**src/hw/rtl/swrl_pkg.sv**
```systemverilog
// ============================================================================
// swrl_pkg
// Shared types and constants of the sliding-window rate limiter: field
// widths, register map, status and scope codes, sequencer states.
// ============================================================================
package swrl_pkg;

  // Field widths
  localparam int unsigned STAMP_W     = 32;
  localparam int unsigned LEN_W       = 32;
  localparam int unsigned MIN_LEN_W   = 16;
  localparam int unsigned SCOPE_W     = 2;
  localparam int unsigned STATUS_W    = 2;
  localparam int unsigned IN_WIN_W    = 11;

  // Configuration port
  localparam int unsigned APB_DATA_W  = 32;
  localparam int unsigned APB_ADDR_W  = 3;

  // Register index, taken from paddr[2]
  localparam logic REG_WINDOW  = 1'b0;
  localparam logic REG_MIN_LEN = 1'b1;

  // Register reset values
  localparam logic [STAMP_W-1:0]   RESET_WINDOW  = 32'd3000;
  localparam logic [MIN_LEN_W-1:0] RESET_MIN_LEN = 16'd8;

  // Scope codes; only configuration and debug read only are supported
  localparam logic [SCOPE_W-1:0] SCOPE_CONFIG        = 2'd0;
  localparam logic [SCOPE_W-1:0] SCOPE_DEBUG_RO      = 2'd1;
  localparam logic [SCOPE_W-1:0] SCOPE_DEBUG_WR      = 2'd2;
  localparam logic [SCOPE_W-1:0] SCOPE_DEBUG_WR_FULL = 2'd3;

  typedef enum logic [STATUS_W-1:0] {
    STATUS_ACCEPTED          = 2'd0,
    STATUS_RATE_EXCEEDED     = 2'd1,
    STATUS_TOO_SHORT         = 2'd2,
    STATUS_SCOPE_UNSUPPORTED = 2'd3
  } status_t;

  typedef enum logic {
    ST_IDLE,
    ST_SCAN
  } state_t;

  typedef struct packed {
    logic [STAMP_W-1:0]   window_ticks;
    logic [MIN_LEN_W-1:0] min_out_len;
  } cfg_t;

endpackage

```
**src/hw/rtl/swrl_regs.sv**
```systemverilog
// ============================================================================
// swrl_regs
// APB-style register file: window length and minimum output length.
// ============================================================================
module swrl_regs
  import swrl_pkg::*;
(
  input  logic                  clk,
  input  logic                  rst,
  input  logic                  psel,
  input  logic                  penable,
  input  logic                  pwrite,
  input  logic [APB_ADDR_W-1:0] paddr,
  input  logic [APB_DATA_W-1:0] pwdata,
  output logic [APB_DATA_W-1:0] prdata,
  output logic                  pready,
  output cfg_t                  cfg
);

  logic reg_idx;
  logic wr_en;

  assign pready  = 1'b1;
  assign reg_idx = paddr[2];
  assign wr_en   = psel && penable && pwrite && pready;

  // Write registers on the access phase
  always_ff @(posedge clk) begin
    if (rst) begin
      cfg.window_ticks <= RESET_WINDOW;
      cfg.min_out_len  <= RESET_MIN_LEN;
    end else if (wr_en) begin
      case (reg_idx)
        REG_WINDOW:  cfg.window_ticks <= pwdata;
        REG_MIN_LEN: cfg.min_out_len  <= pwdata[MIN_LEN_W-1:0];
        default: ;
      endcase
    end
  end

  // Read back
  always_comb begin
    case (reg_idx)
      REG_WINDOW:  prdata = cfg.window_ticks;
      REG_MIN_LEN: prdata = APB_DATA_W'(cfg.min_out_len);
      default:     prdata = '0;
    endcase
  end

endmodule

```
**config.mk**
```make
export PLATFORM = sky130hd
export DESIGN_NAME = swrl_regs
export DESIGN_NICKNAME = d
export VERILOG_FILES = /design/src/hw/rtl/swrl_pkg.sv /design/src/hw/rtl/swrl_regs.sv
export SDC_FILE = /design/constraint.sdc
export NUM_CORES = 1
export LEC_CHECK = 0
export ABC_CLOCK_PERIOD_IN_PS = 2400
export BUFFER_PORTS_ARGS = -buffer_cell sky130_fd_sc_hd__buf_4
export CORE_MARGIN = 2
export CORE_UTILIZATION = 40
export CTS_CLUSTER_DIAMETER = 60
export DETAILED_ROUTE_END_ITERATION = 8
export GPL_TIMING_DRIVEN = 1
export PLACE_DENSITY = 0.72
export REMOVE_ABC_BUFFERS = 1
export SLEW_MARGIN = 0
export SYNTH_ARGS = -nofsm -noshare
export SYNTH_HDL_FRONTEND = slang
export SYNTH_SLANG_ARGS = --single-unit
```
**constraint.sdc**
```tcl
create_clock -name clk -period 2.4 [get_ports clk]
set_clock_uncertainty 0.1 [all_clocks]
set_input_delay 0.12 -clock clk [delete_from_list [all_inputs] [get_ports clk]]
set_output_delay 0.12 -clock clk [all_outputs]
set_load 0.005 [all_outputs]
```
==> results of run 1 <==
[power groups by stage]
stage	clock network (µW)	registers [µW]	logic, µW
final	622	827	244
after global routing	679	830	265
after CTS	642	827	242
after detailed placement	0	846	216
after global placement	0	845	212
after floorplan	0	845	83.6
[routing by layer]
| layer | GRT usage, % | routed length (µm) |
|---|---|---|
| met4 | 3.56 | 15 |
| met1 | 18.4 | 2270 |
| met5 | 0 | 0 |
| met2 | 29.7 | 2800 |
| met3 | 5.67 | 435 |
[through the flow]
| stage | cell area, µm² | worst slack (ns) | power, µW | util, % | hold WS (ns) |
|---|---|---|---|---|---|
| finish | 3610 | 1.14 | 1690 | 61.6 | 0.00897 |
| global route | 3610 | 1.09 | 1770 | 61.6 | 0.00524 |
| CTS | 3580 | 1.13 | 1710 | 61.1 | 0.000298 |
| detailed placement | 3260 | 1.03 | 1060 | 55.7 | 0.296 |
| global placement | 3260 | 1.05 | 1060 | 55.7 | 0.285 |
| floorplan | 2250 | 0.594 | 928 | - | 0.170 |
[layout make-up]
class	instances	area share, %
multi-input combinational	170	35.8
timing repair buffer	142	31.4
sequential	48	26.6
clock buffer	7	2.67
tap	75	2.60
clock inverter	1	0.833
[Yosys cell counts]
cell type	number
and4_1	1
and4b_1	1
buf_2	6
buf_4	1
buf_6	2
buf_8	3
clkbuf_1	8
conb_1	1
dfxtp_1	48
mux2_2	16
mux2i_1	48
nand2b_1	71
nand4_1	1
nor2_1	15
nor2b_1	16
[worst max path at each step]
stage               depth (start not counted)              endpoint                  from
global route                                2            prdata[12]  cfg[12]$_SDFFE_PP0P_
finish                                      2            prdata[12]  cfg[12]$_SDFFE_PP0P_
floorplan                                   2  cfg[16]$_SDFFE_PP0P_              paddr[2]
CTS                                         2            prdata[12]  cfg[12]$_SDFFE_PP0P_
global placement                            4  cfg[31]$_SDFFE_PP0P_              paddr[2]
detailed placement                          4  cfg[18]$_SDFFE_PP0P_              paddr[2]
[worst register-to-register path: cells and delay by family (launching register included)]
kind	cells	cell delay (ns)
flip-flops	1	0.37
AND/OR/NAND/NOR	1	0.06
multiplexers	1	0.14
[cells by family after synthesis]
logic type | after synthesis | share of synthesized area (%)
buf+inv | 20 | 5.66
mux | 64 | 27.7
simple gates | 105 | 26.2
other cells | 1 | 0.157
flops | 48 | 40.3
==> metrics, run 1 <==
crit path time final=1.26 ns; first-pass GRT wire length=between 8000 and 9000 µm; vias in the first global route=1812; RR Startpoint=cfg[3]$_SDFFE_PP1P_; internal power=~1300 µW; synthesized cell area=about 2400 µm²; drt pass-1 iters=4; outcome=finished clean; commonest non-fill, non-tap cell in the layout=buf_4; final hold viol count=0; antenna-violating nets left=0; HP Start=pwdata[2]; Mapped Cells=~240; most frequent cells in the layout=buf_4 (119), nand2b_1 (71), mux2i_1 (48), dfxtp_1 (48), dlygate4sd3_1 (22); 1st-iter DRT viols=47; core box area=5850 µm²; synthesized flop and latch total=48; Clock Root Buffer=clkbuf_8; worst slew pin tran=0.594 ns; die footprint=6600 µm²; routed len/inst=12.5 µm; Post-route DRC=0; relative slew slack=around three fifths; Mapped Avg Cell Area=10.0 µm²; CP endpoint kind=primary output; Die Y=81.2 µm; Reg area=961 µm²; WS Path Type=flop to primary output; f_max=between 700 and 800 MHz; Clock Sinks=48; area of the multi-input gates=1290 µm²; share of cells above drive strength 1=39.4%; grt ovf=0; Hold Crit Depth=3; initial core utilization=about two fifths; Worst-path clk slew=roughly 0.09 ns; hold path endpoint=cfg[2]$_SDFFE_PP0P_; fin crit share=52.3%; top cells by area, synth=dfxtp_1 (40%), mux2i_1 (20%), nand2b_1 (19%); Routed WL=5520 µm; Sw Share=a little over a fifth; Largest register FFs=48; CTS max path bufs=2; GRT Total Usage=16.4%; largest net degree at the start of global routing=87; worst path arrival time=1.04 ns; Placed Instances=413; CTS Buf Count=5; initial antenna violation count=0; drt via density=4.62; PwrDens=469 nW/µm²; Hold Path Class=input port to flop; distinct cell type count after synthesis=15; CTS tree=yes; Seq/Total Area, Yosys=40.3%; Crit path max-delay family=flip-flops; # Post-CTS Setup Buffers=0; crit-path max cell delay=between 0.3 and 0.4 ns; P&R area growth vs syn=51.1%; via count=2048; final cell count without fillers=443; Die X=81.2 µm; critical path peak fanout=3; H-tree depth=2; io pins=121; Yosys top cell by area=dfxtp_1; Gate power share=14.4%; DP Wirelength=3670 µm; Rows=28; CTS resizes=0; Psw=~360 µW; I/O Buffers=117; final setup vio count=0; Placer Congestion=0.641; quantity of hold-fixing buffers added after cts=19; # nets final=approximately 400; Reg with most FFs=cfg; slowest stage cell, crit path=dfxtp_1; maximum VDD drop=0.234 mV; synth warn=0; Worst R2R Path Depth=2; Antenna diodes=0; RSZ-0062 raised after global routing=no; Pleak=~0.0016 µW; critical-path cell list=mux2_2, buf_4; Critical R2R Capture=cfg[3]$_SDFFE_PP1P_; Critical Path Source Type=flop; Worst R2R Setup Slack=1.66 ns; sequential share of power=48.9%; clock share of power=roughly 37%; worst path required time=approximately 2.2 ns; fillcell total=~520; Synth top area share=between 40 and 50%; Final TNS setup=0 ns; max cap viols=0; top flop regs=cfg: 48 flops; clk_lat worst skew=0.29 ns; buffers and inverters on the worst path=1; Max Slew Vio Count=0
No activity file was read; power rests on OpenSTA's default activity.
==> run 2, diff against run 1 <==
- ABC_CLOCK_PERIOD_IN_PS: 2400 -> 1000
- PLACE_DENSITY: 0.72 -> 0.74
- clock period: 2.4 -> 1 ns (I/O delays scaled with it)
==> run 2 against run 1 <==
  * The run now ends with setup timing left
  * Clock-buffer cell count increased by 1
  * Setup slack got worse by 1.3 ns
  * Sequential power rose by 140%
  * Combinational power increased to 3.4 times the previous value
  * Sequential share of layout area decreased by 4.3 points
  * Wire length grew 37%
  * Hold slack improved by 0.15 ns
  * Register-to-register slack got worse by 1.6 ns
  * Final cell count grew 14%
==> metrics, run 2 (synthesis results as in run 1) <==
Max Slew Vio Count=0 (unchanged); die footprint=6600 µm² (unchanged); Largest register FFs=48 (unchanged); CTS max path bufs=2 (unchanged); Antenna diodes=0 (unchanged); Reg with most FFs=cfg; Global Route met2 Usage=39.4% (+9.8 points); most frequent cells in the layout=buf_6 (90), buf_4 (78), nand2b_1 (71), mux2i_1 (48), dfxtp_2 (48); final setup vio count=44 (+44); Pleak=0.00206 µW (+27%); met1 Use GR=23.5% (+5.1 points); f_max=852 MHz; Placer Congestion=0.705 (+10%); worst path arrival time=1.02 ns (-0.02 ns); CTS tree=yes; Final TNS setup=-3.63 ns (-3.63 ns); first-pass GRT wire length=10800 µm (+29%); via count=2369 (+16%); fin crit share=117%; grt ovf=0 (unchanged); global route hottest layer=met2; RSZ-0062 raised after global routing=yes; drt via density=4.71 (+1.9%); DP Wirelength=3930 µm (+7.3%); worst path required time=0.85 ns (-1.33 ns); vias in the first global route=2290 (+26%); critical path peak fanout=2 (-1); Critical Path Source Type=flop; I/O Buffers=117 (unchanged); relative slew slack=57.1% (-3.2 points); Die Y=81.2 µm (unchanged); GRT Total Usage=21.2% (+4.9 points); PnR worst setup slack=-0.174 ns (-1.32 ns); commonest non-fill, non-tap cell in the layout=buf_6; largest net degree at the start of global routing=87 (unchanged); share of cells above drive strength 1=58.6% (+19 points); Hold Path Class=input port to flop; Worst-path clk slew=0.09 ns (about the same); crit path time final=1.17 ns; CP endpoint kind=primary output; CTS Buf Count=5 (unchanged); antenna-violating nets left=0 (unchanged); Rows=28 (unchanged); Clock Root Buffer=clkbuf_8; failing checks=setup timing; H-tree depth=2 (unchanged); top flop regs=cfg: 48 flops; initial antenna violation count=0 (unchanged); Die X=81.2 µm (unchanged); final hold viol count=0 (unchanged); PwrDens=874 nW/µm² (+86%); WS Path Type=flop to primary output; Clock Sinks=48 (unchanged); drt pass-1 iters=4 (unchanged); max cap viols=0 (unchanged); Post-Place Setup Slack=-0.114 ns (-1.15 ns); 1st-iter DRT viols=82 (+74%); Post-route DRC=0 (unchanged); maximum VDD drop=0.669 mV (+190%); routed len/inst=15.1 µm (+21%); worst slew pin tran=0.643 ns (+0.0485 ns); Routed WL=7570 µm (+37%); P&R area growth vs syn=91.9%; core box area=5850 µm² (unchanged); io pins=121 (unchanged); M3 GR Usage=5.44% (-0.22 points); outcome=finished, violations left; clk_lat worst skew=0.29 ns (about the same); # nets final=467 (+15%); initial core utilization=40.8% (unchanged)
run 2: layout make-up:
class	instances	area [µm²]
sequential	48	1020
timing repair buffer	202	1960
tap	75	93.8
multi-input combinational	170	1410
fill	368	1270
clock buffer	8	90.1
run 2: power by group:
part           internal (µW)  leakage, µW  switching, µW
combinational            533      0.00161            288
sequential              1960     0.000405           33.3
clock                    565    0.0000455            622
run 2: worst paths after layout:
path                        start                    to  slack, ns  depth (start not counted)
max reg2reg  cfg[19]$_SDFFE_PP1P_  cfg[19]$_SDFFE_PP1P_       0.03                          4
min                        pwrite   cfg[2]$_SDFFE_PP0P_       0.16                          4
min reg2reg  cfg[34]$_SDFFE_PP0P_  cfg[34]$_SDFFE_PP0P_       0.38                          2
max          cfg[22]$_SDFFE_PP0P_             prdata[6]      -0.17                          2
run 2: critical path, cell delays in order (launching register included):
cell and delay (ns):
dfxtp_2 0.34, mux2_4 0.27, buf_6 0.12
run 2: metal layers:
layer	vias to the layer above	part of all wire (%)
li1	1151	-
met1	1118	40
met2	84	53
met3	16	5.5
met4	0	1.8
met5	-	0
run 2: what timing repair did:
action,in CTS,in global routing
gates resized for setup,133,48
buffers inserted,31,29
endpoints found under the hold margin,48,0
cloned,0,0
setup endpoints to repair,32,62
hold buffers,32,0
run 2: metrics by stage:
step | power (µW) | hold slack [ns] | utilization, % | std cells | cell area (µm²)
after CTS | 3970 | 0.167 | 74.2 | 490 | 4340
after floorplan | 2230 | 0.0302 | - | 218 | 2250
final | 4000 | 0.164 | 78.3 | 503 | 4580
after detailed placement | 2570 | 0.228 | 56.7 | 419 | 3320
after global placement | 2560 | 0.214 | 56.7 | 419 | 3320
after global routing | 4170 | 0.172 | 78.3 | 503 | 4580
==> run 3, diff against run 2 <==
- CELL_PAD_IN_SITES_DETAIL_PLACEMENT: unset -> 1
- CELL_PAD_IN_SITES_GLOBAL_PLACEMENT: unset -> 1
- CORE_UTILIZATION: 40 -> 30
- PLACE_DENSITY: 0.74 -> unset
- PLACE_DENSITY_LB_ADDON: unset -> 0.1
- SETUP_SLACK_MARGIN: unset -> 0.3
==> run 3 against run 2 <==
  * The flow finishes with violations (hold timing, setup timing)
  * Highest routed layer unchanged
  * First-iteration DRC count down 37%
  * Via count is 4.8% higher
  * Design area is 14% higher
  * Clock power up 4%
  * Critical endpoint is now prdata[10]
  * Non-clock buffer count up 21
  * Sequential share of layout area fell by 2.8 points
==> metrics, run 3 (synthesis results as in run 1) <==
fillcell total=798 (+120%); antenna-violating nets left=0 (unchanged); Antenna diodes=0 (unchanged); worst path arrival time=1.04 ns (+0.02 ns); core box area=7730 µm² (+32%); failing checks=hold timing, setup timing; # nets final=488 (+4.5%); vias in the first global route=2532 (+11%); initial core utilization=30.9% (-9.9 points); Pleak=0.00236 µW (+15%); Largest register FFs=48 (unchanged); Placer Congestion=0.724 (+2.7%); Worst-path clk slew=0.10 ns (about the same); largest net degree at the start of global routing=87 (unchanged); commonest non-fill, non-tap cell in the layout=buf_6; drt pass-1 iters=4 (unchanged); top flop regs=cfg: 48 flops; critical path peak fanout=2 (unchanged); CTS Buf Count=5 (unchanged); I/O Buffers=117 (unchanged); H-tree depth=2 (unchanged); P&R area growth vs syn=119%; final cell count without fillers=551 (+9.5%); RSZ-0062 raised after global routing=yes; worst path required time=0.85 ns (about the same); hold slack=-0.0934 ns (-0.257 ns); Hold Path Class=input port to flop; Die X=93.2 µm (+15%); Critical Path Source Type=flop; die footprint=8680 µm² (+32%); via count=2482 (+4.8%); routed len/inst=18.1 µm (+21%); first-pass GRT wire length=13000 µm (+20%); share of cells above drive strength 1=72.4% (+14 points); CP endpoint kind=primary output; relative slew slack=59.7% (+2.5 points); Max Slew Vio Count=0 (unchanged); initial antenna violation count=0 (unchanged); 1st-iter DRT viols=52 (-37%); Reg with most FFs=cfg; max cap viols=0 (unchanged); final instance area=5230 µm² (+14%); worst slew pin tran=0.605 ns (-0.0382 ns); crit path time final=1.19 ns (+0.0203 ns); CTS max path bufs=2 (unchanged); Placed Instances=451 (+7.6%); PnR worst setup slack=-0.194 ns (-0.0203 ns); Clock Sinks=48 (unchanged); grt ovf=0 (unchanged); Rows=32 (+14%); clk_lat worst skew=0.30 ns (about the same); Clock Root Buffer=clkbuf_8; outcome=finished, violations left; final hold viol count=46 (+46); fin crit share=119% (+2.0 points); PwrDens=796 nW/µm² (-9.0%); fin util=67.7% (-11 points); GRT Total Usage=19.3% (-2.0 points); DP Wirelength=4800 µm (+22%); CTS tree=yes; maximum VDD drop=0.631 mV (-5.7%); most frequent cells in the layout=buf_6 (160), nand2b_1 (61), buf_4 (52), mux2i_1 (48), dfxtp_2 (48); Post-route DRC=0 (unchanged); Die Y=93.2 µm (+15%); drt via density=4.50 (-4.4%); f_max=838 MHz (-1.7%); WS Path Type=flop to primary output; io pins=121 (unchanged); placed instance area=3410 µm² (+2.9%); final setup vio count=78 (+77%); Routed WL=10000 µm (+32%)
run 3: what timing repair did:
| action | CTS | global route |
|---|---|---|
| buffers inserted | 47 | 42 |
| hold endpoints to repair | 48 | 48 |
| gates cloned | 3 | 0 |
| endpoints found under the setup margin | 128 | 128 |
| resized for setup | 186 | 86 |
| pin swaps | 5 | 3 |
run 3: power breakdown:
group,switching [µW],internal [µW]
clock network,681,554
logic,338,590
registers,37.9,1960
run 3: worst paths after layout:
kind	depth (start not counted)	start	endpoint	slack, ns
setup / recovery	2	cfg[26]$_SDFFE_PP0P_	prdata[10]	-0.19
hold / removal	3	pwdata[17]	cfg[33]$_SDFFE_PP0P_	-0.09
setup reg to reg	5	cfg[20]$_SDFFE_PP1P_	cfg[20]$_SDFFE_PP1P_	-0.05
hold reg to reg	2	cfg[41]$_SDFFE_PP0P_	cfg[41]$_SDFFE_PP0P_	0.41
run 3: worst max-delay path: stages (launching register included):
cell	delay (ns)
dfxtp_2	0.34
mux2_4	0.28
buf_6	0.12
run 3: layer usage:
metal / global-route usage (%) / wire (µm) / vias to the layer above / share of wire [%]
met4: 5.76 / 150 / 0 / 1.5
met2: 35.4 / 5440 / 83 / 54
met1: 22.5 / 3970 / 1199 / 40
li1: - / - / 1189 / -
met3: 3.87 / 441 / 11 / 4.4
met5: 0 / 0 / - / 0
run 3: through the flow:
stage	hold slack [ns]	setup WS [ns]	power, µW	setup TNS, ns
after floorplan	0.0302	-0.736	2230	-23.56
after global placement	0.217	-0.111	2580	-4.11
after detailed placement	0.228	-0.152	2590	-5.52
after CTS	-0.105	-0.193	4030	-4.63
after global routing	-0.113	-0.223	4340	-9.94
final	-0.0934	-0.194	4160	-6.85
run 3: layout make-up:
| class | count | area [µm²] | share of cell area [%] |
|---|---|---|---|
| clock inverter | 2 | 10.0 | 0.191 |
| timing repair buffer | 223 | 2430 | 46.5 |
| multi-input combinational | 170 | 1560 | 29.8 |
| tap | 102 | 128 | 2.44 |
| clock buffer | 6 | 82.6 | 1.58 |
| sequential | 48 | 1020 | 19.5 |
